[config.mk]
export PLATFORM = sky130hd
export DESIGN_NAME = tlsaw_ctrl
export DESIGN_NICKNAME = d
export VERILOG_FILES = /design/src/hdl/tlsaw_pkg.sv /design/src/hdl/tlsaw_ctrl.sv
export SDC_FILE = /design/constraint.sdc
export NUM_CORES = 1
export LEC_CHECK = 0
export ABC_AREA = 1
export CORE_AREA = 2 2 40 42
export CTS_CLUSTER_DIAMETER = 50
export CTS_CLUSTER_SIZE = 30
export DETAILED_ROUTE_END_ITERATION = 12
export DIE_AREA = 0 0 42 44
export DONT_BUFFER_PORTS = 1
export PLACE_DENSITY_LB_ADDON = 0.05
export SYNTH_ARGS = -nofsm -noshare
export SYNTH_HDL_FRONTEND = slang
export SYNTH_SLANG_ARGS = --single-unit
[constraint.sdc]
create_clock -name i_clk -period 2 [get_ports i_clk]
set_input_delay 0.2 -clock i_clk [delete_from_list [all_inputs] [get_ports i_clk]]
set_output_delay 0.2 -clock i_clk [all_outputs]
set_load 0.02 [all_outputs]
[src/hdl/tlsaw_pkg.sv]
// tlsaw_pkg: shared types, codes and fixed widths for the triangular lattice walk stepper
// no dependencies; imported by every module of the block
`default_nettype none

package tlsaw_pkg;

    localparam int STEP_W      = 16;
    localparam int COORD_OUT_W = 8;
    localparam int DIR_W       = 3;
    localparam int NUM_DIRS    = 6;

    localparam logic [STEP_W-1:0] MAX_STEPS_RST = 16'd1024;

    // command codes
    localparam logic CMD_START = 1'b0;
    localparam logic CMD_STEP  = 1'b1;

    // direction codes and their lattice offsets
    localparam logic [DIR_W-1:0] DIR_XM    = 3'd0; // (-1, 0)
    localparam logic [DIR_W-1:0] DIR_XM_YP = 3'd1; // (-1,+1)
    localparam logic [DIR_W-1:0] DIR_YP    = 3'd2; // ( 0,+1)
    localparam logic [DIR_W-1:0] DIR_XP    = 3'd3; // (+1, 0)
    localparam logic [DIR_W-1:0] DIR_XP_YM = 3'd4; // (+1,-1)
    localparam logic [DIR_W-1:0] DIR_YM    = 3'd5; // ( 0,-1)

    typedef enum logic [2:0] {
        OUT_MOVED    = 3'd0,
        OUT_REJECTED = 3'd1,
        OUT_TRAPPED  = 3'd2,
        OUT_LIMIT    = 3'd3,
        OUT_STARTED  = 3'd4
    } t_outcome;

    typedef struct packed {
        logic             command;
        logic [DIR_W-1:0] direction;
    } t_in_item;

    typedef struct packed {
        t_outcome               outcome;
        logic [COORD_OUT_W-1:0] lattice_x;
        logic [COORD_OUT_W-1:0] lattice_y;
        logic [STEP_W-1:0]      step_index;
    } t_out_item;

    typedef enum logic [3:0] {
        ST_CLEAR,
        ST_IDLE,
        ST_RD_LO,
        ST_RD_MID,
        ST_RD_HI,
        ST_CAP_HI,
        ST_DECIDE,
        ST_MARK_RD,
        ST_MARK_WR
    } t_state;

    // which bitmap row is read: below, at or above the walker
    typedef enum logic [1:0] {
        ROW_LO,
        ROW_MID,
        ROW_HI
    } t_row_sel;

    typedef struct packed {
        logic     accept;
        logic     clr_wr;
        logic     clr_mark;
        t_row_sel rd_sel;
        logic     cap_lo;
        logic     cap_mid;
        logic     cap_hi;
        logic     commit;
        logic     mark_wr;
    } t_dp_cmd;

    typedef struct packed {
        logic in_start;
        logic clr_last;
        logic out_free;
        logic moved;
    } t_dp_sts;

endpackage

`default_nettype wire

[src/hdl/tlsaw_ctrl.sv]
// tlsaw_ctrl: sequencer for clear sweeps, neighbour row reads, decision and cell marking
// depends on tlsaw_pkg
`default_nettype none

module tlsaw_ctrl import tlsaw_pkg::*; (
    input  logic    i_clk,
    input  logic    i_rst_n,
    input  logic    i_in_valid,
    input  t_dp_sts i_sts,
    output t_dp_cmd o_cmd,
    output logic    o_in_stall
);

    t_state r_state, n_state;
    logic   r_boot, n_boot;

    always_ff @(posedge i_clk) begin
        if (!i_rst_n) begin
            r_state <= ST_CLEAR;
            r_boot  <= 1'b1;
        end else begin
            r_state <= n_state;
            r_boot  <= n_boot;
        end
    end

    always_comb begin
        n_state      = r_state;
        n_boot       = r_boot;
        o_cmd        = '0;
        o_cmd.rd_sel = ROW_MID;
        o_in_stall   = 1'b1;
        case (r_state)
            ST_CLEAR: begin
                // sweep after reset leaves the centre unmarked
                o_cmd.clr_wr   = 1'b1;
                o_cmd.clr_mark = !r_boot;
                if (i_sts.clr_last) begin
                    n_boot  = 1'b0;
                    n_state = r_boot ? ST_IDLE : ST_DECIDE;
                end
            end
            ST_IDLE: begin
                o_in_stall = 1'b0;
                if (i_in_valid) begin
                    o_cmd.accept = 1'b1;
                    n_state      = i_sts.in_start ? ST_CLEAR : ST_RD_LO;
                end
            end
            ST_RD_LO: begin
                o_cmd.rd_sel = ROW_LO;
                n_state      = ST_RD_MID;
            end
            ST_RD_MID: begin
                o_cmd.rd_sel = ROW_MID;
                o_cmd.cap_lo = 1'b1;
                n_state      = ST_RD_HI;
            end
            ST_RD_HI: begin
                o_cmd.rd_sel  = ROW_HI;
                o_cmd.cap_mid = 1'b1;
                n_state       = ST_CAP_HI;
            end
            ST_CAP_HI: begin
                o_cmd.cap_hi = 1'b1;
                n_state      = ST_DECIDE;
            end
            ST_DECIDE: begin
                if (i_sts.out_free) begin
                    o_cmd.commit = 1'b1;
                    n_state      = i_sts.moved ? ST_MARK_RD : ST_IDLE;
                end
            end
            ST_MARK_RD: begin
                n_state = ST_MARK_WR;
            end
            ST_MARK_WR: begin
                o_cmd.mark_wr = 1'b1;
                n_state       = ST_IDLE;
            end
            default: begin
                n_state = ST_IDLE;
            end
        endcase
    end

endmodule

`default_nettype wire

==> flow_metrics.py, run 1 <==
metrics = {
    "yosys": {
        "syn_avg_cell_area_um2": 6.218,
        "synthArstFlopShare_pct": 0,
        "seq_area_frac_synth_pct": 24.77,
        "syn_nets": 72,
        "synth_warnings": 0,
        "synth_top_flop_cell": "dfxtp_1",
        "ys_types": 17,
        "syn_area_um2": 404.1,
        "synth_seq_cells": 5,
        "syn_inst": 65,
        "synth_edf_count": 0,
    },
    "critical_path": {
        "worstSetupPathType": "flop to output pin",
        "cpMaxStageDelayCell": "dfxtp_1",
        "cp-start-kind": "flop",
        "cpPeakStageDelay_ns": 0.50,
        "required_ns": 1.80,
        "critical_path_arrival_ns": 1.49,
        "worst-path-buf-inv": 1,
        "endpoint_kind": "output pin",
        "crit_family": "flip-flops",
        "worstPathMaxFanout": 5,
        "path_cells": "nor2_4 -> nand2_1 -> inv_1 -> a21oi_1",
        "reg2regPathDepth": 5,
        "path_depth": 4,
    },
    "placed_design": {
        "dp.cells": 81,
        "placed_area_um2": 424.2,
        "place_ws_ns": 0.5551,
        "port_buffers": 0,
        "hpwl_um": 779.5,
        "gp_congestion": 0.7029,
    },
    "timing": {
        "relSlewSlack_pct": 66.54,
        "tns_ns": 0,
        "finalSetupViolCount": 0,
        "min_period_ns": 1.687,
        "fmax_mhz": 592.8,
        "finalMaxSlewViolations": 0,
        "period_share_pct": 84.35,
        "finClkSkew_ns": 0.001076,
        "worst_pin_slew_ns": 0.4992,
        "grt_setup_unrepaired": "no",
        "setup_ws_ns": 0.3130,
        "hold_viol_final": 0,
    },
    "final_layout": {
        "n_antenna_cell": 0,
        "mostFrequentLayoutCells": "nand2_1, inv_1, nand3_1",
        "multi_input_area_um2": 244.0,
        "fill_cells": 170,
        "final_common_cell": "nand2_1",
        "stdcell_area_um2": 450.4,
        "final_layout_size_suffix_gt1_share_pct": 24.64,
        "stdcell_count": 85,
        "nets": 77,
        "area_growth_pct": 11.45,
        "seqCellArea_um2": 100.1,
        "final_util_pct": 31.75,
    },
    "cts": {
        "cts_num_sinks": 5,
        "clk_latency_ns": 0.24,
        "cts_setup_buffers": 0,
        "clock_path_buffers": 2,
        "cts_tree": "built",
        "ctsHoldBuffers": 0,
        "cts_root_buf": "clkbuf_4",
        "htreeDepth": 1,
        "ctsResizeCount": 0,
        "cts_made_buffers": 3,
        "path_clk_slew_ns": 0.04,
    },
    "drt": {
        "dr.pass1.iters": 2,
        "drtIter0Drc": 2,
        "vias": 370,
        "drcViolationCount": 0,
        "vias_per_cell": 4.353,
        "routed_wl_um": 932,
        "wire_per_inst_um": 10.96,
        "postRouteAntennaNets": 0,
    },
    "global_route": {
        "grt_max_degree": 8,
        "antenna_found_initial": 0,
        "grt.overflow.total": 0,
        "grt_pass1_vias": 377,
        "grt_usage_pct": 11.90,
        "grt_pass1_wl_um": 1580,
    },
    "power_and_ir_drop": {
        "peakVddDrop_v": 0.0007551,
        "p_leak_nw": 0.2692,
        "cellPowerDensity_nw_per_um2": 1700,
    },
    "worst_hold_path": {
        "hp-class": "primary input to flop",
        "hold_depth": 1,
    },
    "floorplanning": {
        "die_h_um": 44,
        "io-pin-count": 18,
        "die_x_um": 42,
        "die_area_um2": 1848,
        "core_area_um2": 1419,
        "initial_core_util_pct": 28.48,
        "row_count": 14,
    },
    "flow_run": {
        "maxCapViolCount": 0,
    },
    "run_status": {
        "status": "finished clean",
    },
}
-- report_power, final --
group,internal [mW],switching (mW),total (mW)
logic,0.128,0.332,0.460
registers,0.133,0.0604,0.193
clock network,0.0752,0.0376,0.113
-- routing by layer --
layer	global-route usage, %	up-vias	wire, um
met5	0	-	0
met4	5.806	0	12
met3	6.250	2	65
met2	17.50	12	404
met1	14.21	148	450
li1	-	208	-
-- per-stage QoR --
| step | hold WS (ns) | power (mW) |
|---|---|---|
| after floorplan | 0.2687 | 0.5837 |
| after global placement | 0.2784 | 0.6731 |
| after detailed placement | 0.2779 | 0.6651 |
| after CTS | 0.02531 | 0.7836 |
| after global routing | 0.02078 | 0.8503 |
| final | 0.03516 | 0.7658 |
-- state kept, by name, summed over array words and instances, names as in the netlist --
register and flops:
r_state 4, r_boot 1
-- worst paths after layout --
check | startpoint | end | slack (ns)
setup / recovery | r_state[0] | o_cmd[5] | 0.31
hold / removal | i_rst_n | r_boot | 0.04
setup reg to reg | r_state[0] | r_state[0] | 0.59
hold reg to reg | r_boot | r_boot | 0.46
-- kinds of logic after synthesis --
kind of cell,count (synthesis),synth area share [%]
buffers and inverters,16,14.86
DFF,5,24.77
and+or+nand+nor,39,52.94
AOI/OAI and AO/OA,5,7.431
-- layout make-up --
cell class	instances	area share, %
well taps	16	4.444
flip-flops and latches	5	22.22
inverters	16	13.33
multi-input cells	44	54.17
clock buffers	4	5.833
-- cells in the mapped netlist, types with 2 or more instances --
cell type,count,area share [%]
dfxtp_1,5,25
nand3_1,7,8.7
nor2_1,6,5.6
nand2_1,15,14
a21oi_1,2,2.5
inv_1,13,12
inv_2,3,2.8
nor2_4,4,11
nor2_2,2,3.1
No activity file was read; power rests on OpenSTA's default activity.
==> run 2, diff against run 1 <==
--- a/config.mk
+++ b/config.mk
@@ -5,7 +5,7 @@
 export SDC_FILE = /design/constraint.sdc
 export NUM_CORES = 1
 export LEC_CHECK = 0
-export ABC_AREA = 1
+export ABC_AREA = 0
 export CORE_AREA = 2 2 40 42
 export CTS_CLUSTER_DIAMETER = 50
 export CTS_CLUSTER_SIZE = 30
==> constraint.sdc (replaced) <==
create_clock -name i_clk -period 1.7 [get_ports i_clk]
set_input_delay 0.17 -clock i_clk [delete_from_list [all_inputs] [get_ports i_clk]]
set_output_delay 0.17 -clock i_clk [all_outputs]
set_load 0.02 [all_outputs]
==> run 2 against run 1 <==
Net effect:
- global-route usage is 0.056 points lower
- via count is 8.1% higher
- sequential power is 17% higher
- highest routed layer unchanged
- largest power group unchanged
- wire length is 14% higher
- clock power is 28% higher
- total power is 0.73% lower
- register-to-register slack worse by 0.31 ns
- critical path depth is 2 lower
- design area is 8.3% higher
- count of clock-buffer cells in the layout stayed put
- flip-flop and latch count stayed put
- utilization is 2.6 points higher
==> flow_metrics.py, run 2 <==
metrics = {
    "power_and_ir_drop": {
        "peakVddDrop_v": 0.0005519,
        "cellPowerDensity_nw_per_um2": 1558,
        "finalPower_mw": 0.7602,
        "p_leak_nw": 0.2162,
    },
    "cts": {
        "path_clk_slew_ns": 0.05,
        "cts_num_sinks": 5,
        "cts_setup_buffers": 0,
        "clk_latency_ns": 0.25,
        "clock_path_buffers": 2,
        "cts_made_buffers": 3,
        "cts_root_buf": "clkbuf_4",
        "cts_tree": "built",
        "htreeDepth": 1,
    },
    "final_layout": {
        "largest_reg_flops": 4,
        "final_layout_size_suffix_gt1_share_pct": 30.00,
        "final_util_pct": 34.39,
        "area_growth_pct": 19.27,
        "mostFrequentLayoutCells": "nor2_1, buf_4, nand2_1",
        "n_antenna_cell": 0,
        "stdcell_count": 76,
        "final_common_cell": "nor2_1",
        "stdcell_area_um2": 488.0,
        "largest-register": "r_state",
        "nets": 68,
        "fill_cells": 166,
        "reg_top3": "r_state: 4 flops, r_boot: 1 flops",
    },
    "yosys": {
        "synth_edf_count": 0,
        "synth_simple_gate_area_share_pct": 46.18,
        "syn_nets": 60,
        "syn_avg_cell_area_um2": 7.720,
        "syn_area_um2": 409.1,
        "synth_top_cell_area_share_pct": 24.46,
        "synth.most_common_cell": "nor2_1",
        "synth_commonest_cells": "nor2_1, dfxtp_1, nand2_1",
        "syn_inst": 53,
        "seq_area_frac_synth_pct": 24.46,
        "synthArstFlopShare_pct": 0,
        "synth_compound_area_share_pct": 21.41,
        "synth_seq_cells": 5,
        "synth_top_flop_cell": "dfxtp_1",
        "synth_top_cell_by_area": "dfxtp_1",
        "ys_types": 28,
        "synth-xor-area-share_pct": 0,
        "synth_top_family_by_area": "simple AND/OR/NAND/NOR gates",
        "synth_area_leaders": "dfxtp_1, nor2_1, and3_1, nor4_4, nand2_1",
        "synth-adder-area-share_pct": 0,
        "muxShareOfSynthArea_pct": 0,
        "synth_warnings": 0,
    },
    "timing": {
        "relSlewSlack_pct": 65.18,
        "hold_viol_final": 0,
        "grt_setup_unrepaired": "no",
        "min_period_ns": 1.581,
        "hold_slack_ns": 0.03001,
        "tns_ns": 0,
        "setup_ws_ns": 0.1192,
        "period_share_pct": 92.99,
        "fmax_mhz": 632.6,
        "worst_pin_slew_ns": 0.5216,
        "finalMaxSlewViolations": 0,
        "finClkSkew_ns": 0.001657,
        "finalSetupViolCount": 0,
    },
    "critical_path": {
        "required_ns": 1.53,
        "crit_family": "flip-flops",
        "cp-start-kind": "flop",
        "r2r-start": "r_state[1]",
        "cpMaxStageDelayCell": "dfxtp_1",
        "worstPathMaxFanout": 15,
        "worstSetupPathType": "flop to output pin",
        "cpPeakStageDelay_ns": 0.64,
        "timing.rr.end": "r_state[2]",
        "r2r_setup_slack_ns": 0.28,
        "reg2regPathDepth": 4,
        "critical_path_arrival_ns": 1.41,
        "path_cells": "and2_1 -> and3_1",
        "worst-path-buf-inv": 0,
        "endpoint_kind": "output pin",
    },
    "drt": {
        "vias_per_cell": 5.263,
        "drtIter0Drc": 6,
        "postRouteAntennaNets": 0,
        "wire_per_inst_um": 13.97,
        "m1WireLength_um": 497,
        "routed_wl_um": 1062,
        "dr.pass1.iters": 4,
        "met3_length_um": 90,
        "dr_wl_met2_um": 454,
        "highest_layer": "met4",
        "vias": 400,
        "drcViolationCount": 0,
    },
    "floorplanning": {
        "die_h_um": 44,
        "initial_core_util_pct": 28.84,
        "die_area_um2": 1848,
        "row_count": 14,
        "die_x_um": 42,
        "core_area_um2": 1419,
        "io-pin-count": 18,
    },
    "placed_design": {
        "dp.cells": 71,
        "gp_congestion": 0.7204,
        "port_buffers": 0,
        "placed_area_um2": 449.2,
        "place_ws_ns": 0.2888,
        "hpwl_um": 786.3,
    },
    "global_route": {
        "grt.overflow.total": 0,
        "grt_max_degree": 16,
        "antenna_found_initial": 0,
        "grt_pass1_vias": 336,
        "grt_pass1_wl_um": 1628,
        "grt_usage_pct": 11.85,
    },
    "worst_hold_path": {
        "hp-class": "primary input to flop",
        "hold_start": "i_rst_n",
        "hold_end": "r_state[0]",
        "hold_depth": 2,
    },
    "run_status": {
        "status": "finished clean",
    },
    "flow_run": {
        "maxCapViolCount": 0,
    },
}
-- run 2: layout make-up --
cell class | count | area (um^2) | share of cell area [%]
Multi-Input combinational cell | 42 | 276.5 | 56.67
Sequential cell | 5 | 102.6 | 21.03
Timing Repair Buffer | 7 | 55.05 | 11.28
Clock buffer | 4 | 26.28 | 5.385
Tap cell | 16 | 20.02 | 4.103
Inverter | 2 | 7.507 | 1.538
-- run 2: how the worst max path moves through the flow --
| stage | startpoint | end | cells past startpoint |
|---|---|---|---|
| floorplan | r_state[0] | o_cmd[2] | 3 |
| global placement | r_state[1] | r_state[2] | 4 |
| detailed placement | r_state[1] | r_state[2] | 4 |
| CTS | r_state[0] | o_cmd[9] | 3 |
| global route | r_state[1] | o_cmd[5] | 3 |
| finish | r_state[1] | o_cmd[1] | 2 |
-- run 2: repair_timing --
| action | CTS | global route |
|---|---|---|
| hold buffers | 1 | 0 |
| gates resized for setup | 0 | 2 |
| hold endpoints to repair | 1 | 0 |
| endpoints found under the setup margin | 0 | 4 |
-- run 2: metal layers --
metal / GRT usage [%] / vias up
li1: - / 204
met1: 15.08 / 180
met2: 16.88 / 14
met3: 4.167 / 2
met4: 7.742 / 0
met5: 0 / -
-- run 2: report_power, final --
group	switching [mW]	internal [mW]	total, mW
registers	0.0784	0.146	0.225
logic	0.219	0.172	0.391
clock network	0.0556	0.0892	0.145
total	0.353	0.407	0.760
-- run 2: cells by family after synthesis --
group                  count (synthesis)
AND/OR/NAND/NOR                       31
AO/OA/AOI/OAI                         11
flip-flops                             5
buffers and inverters                  6
==> run 3, diff against run 2 <==
--- a/config.mk
+++ b/config.mk
@@ -6,6 +6,9 @@
 export NUM_CORES = 1
 export LEC_CHECK = 0
 export ABC_AREA = 0
+export CAP_MARGIN = 0
+export CELL_PAD_IN_SITES_DETAIL_PLACEMENT = 0
+export CELL_PAD_IN_SITES_GLOBAL_PLACEMENT = 1
 export CORE_AREA = 2 2 40 42
 export CTS_CLUSTER_DIAMETER = 50
 export CTS_CLUSTER_SIZE = 30
==> run 3 against run 2 <==
Net effect:
- utilization unchanged
- clock skew decreased by 0.0016 ns
- critical path type unchanged
- cell count unchanged
- design area is the same
- clock power shrank 5%
- total power decreased by 2.1%
- flip-flop and latch count unchanged
- sequential share of layout area stayed put
- wire length fell by 9.7%
- global-route usage decreased by 0.19 points
- register-to-register slack improved by 0.03 ns
- non-clock buffer count did not move
==> flow_metrics.py, run 3 (synthesis gave the netlist of run 2 again) <==
metrics = {
    "timing": {
        "finClkSkew_ns": 0.00008696,
        "relSlewSlack_pct": 65.15,
        "finalSetupViolCount": 0,
        "hold_viol_final": 0,
        "tns_ns": 0,
        "finalMaxSlewViolations": 0,
        "worst_pin_slew_ns": 0.5221,
        "grt_setup_unrepaired": "no",
        "fmax_mhz": 634.9,
        "min_period_ns": 1.575,
        "period_share_pct": 92.65,
    },
    "final_layout": {
        "seqCellArea_um2": 102.6,
        "reg_top3": "r_state: 4 flops, r_boot: 1 flops",
        "n_antenna_cell": 0,
        "final_common_cell": "nor2_1",
        "nets": 68,
        "mostFrequentLayoutCells": "nor2_1, buf_4, nand2_1",
        "largest-register": "r_state",
        "multi_input_area_um2": 276.5,
        "final_util_pct": 34.39,
        "largest_reg_flops": 4,
        "fill_cells": 161,
        "final_layout_size_suffix_gt1_share_pct": 30.00,
        "area_growth_pct": 19.27,
    },
    "drt": {
        "drtIter0Drc": 8,
        "routed_wl_um": 959,
        "vias": 406,
        "drcViolationCount": 0,
        "wire_per_inst_um": 12.62,
        "postRouteAntennaNets": 0,
        "dr.pass1.iters": 4,
        "vias_per_cell": 5.342,
    },
    "cts": {
        "path_clk_slew_ns": 0.04,
        "cts_tree": "built",
        "clk_latency_ns": 0.24,
        "cts_root_buf": "clkbuf_4",
        "cts_setup_buffers": 0,
        "htreeDepth": 1,
        "cts_num_sinks": 5,
        "clock_path_buffers": 2,
        "cts_made_buffers": 3,
    },
    "floorplanning": {
        "row_count": 14,
        "die_h_um": 44,
        "die_x_um": 42,
        "io-pin-count": 18,
        "initial_core_util_pct": 28.84,
        "die_area_um2": 1848,
        "core_area_um2": 1419,
    },
    "power_and_ir_drop": {
        "cellPowerDensity_nw_per_um2": 1525,
        "p_leak_nw": 0.2162,
        "peakVddDrop_v": 0.0003839,
    },
    "critical_path": {
        "r2r-start": "r_state[1]",
        "r2r_setup_slack_ns": 0.31,
        "reg2regPathDepth": 4,
        "worstSetupPathType": "flop to output pin",
        "cp-start-kind": "flop",
        "critical_path_arrival_ns": 1.41,
        "required_ns": 1.53,
        "worstPathMaxFanout": 15,
        "endpoint_kind": "output pin",
        "timing.rr.end": "r_state[2]",
    },
    "run_status": {
        "status": "finished clean",
    },
    "placed_design": {
        "port_buffers": 0,
        "gp_congestion": 0.7598,
        "hpwl_um": 736,
    },
    "global_route": {
        "grt_usage_pct": 11.65,
        "grt_pass1_wl_um": 1607,
        "grt.overflow.total": 0,
        "grt_pass1_vias": 376,
        "grt_max_degree": 16,
        "antenna_found_initial": 0,
    },
    "flow_run": {
        "maxCapViolCount": 0,
    },
    "worst_hold_path": {
        "hold_start": "i_rst_n",
        "hp-class": "primary input to flop",
        "hold_depth": 2,
        "hold_end": "r_state[0]",
    },
}
run 3: area by class of cell:
cell class                 instances  area share, %
sequential                         5          21.03
clock buffer                       4          5.385
multi-input combinational         42          56.67
timing repair buffer               7          11.28
inverter                           2          1.538
tap                               16          4.103
run 3: per-layer routing:
layer,global-route usage (%),routed length [um],up-vias
met5,0,0,-
met3,5.000,96,4
li1,-,-,207
met4,7.742,16,0
met1,13.25,428,181
met2,17.81,418,14
run 3: per-stage QoR:
step / hold WS [ns] / instance area [um^2] / instances / power, mW / worst slack (ns)
final: 0.04260 / 488.0 / 76 / 0.7444 / 0.1250
after global routing: 0.03822 / 488.0 / 76 / 0.8054 / 0.03188
after CTS: 0.04617 / 485.5 / 76 / 0.7494 / 0.02594
after detailed placement: 0.2368 / 449.2 / 71 / 0.6078 / 0.2938
after global placement: 0.2356 / 449.2 / 71 / 0.6117 / 0.3154
after floorplan: 0.2319 / 409.1 / 53 / 0.5167 / 0.2055
run 3: timing repair:
item | CTS | global route
hold buffers | 1 | 0
resized for setup | 0 | 2
setup endpoints to repair | 0 | 4
endpoints found under the hold margin | 1 | 0
run 3: worst max path at each step:
stage,end,start
6_report,o_cmd[1],r_state[1]
4_1_cts,o_cmd[9],r_state[0]
3_3_place_gp,r_state[2],r_state[1]
2_1_floorplan,o_cmd[2],r_state[0]
5_1_grt,o_cmd[5],r_state[1]
3_5_place_dp,o_cmd[9],r_state[0]
run 3: power breakdown:
part           switching, mW  leakage, nW  internal, mW  total (mW)
Sequential            0.0767       0.0418         0.147       0.223
Clock                 0.0491       0.0150        0.0887       0.138
Combinational          0.212        0.159         0.172       0.383
run 3: critical path, cell delays in order, from the launching register on:
cell and delay (ns):
dfxtp_1 0.64, and2_1 0.23, and3_1 0.29
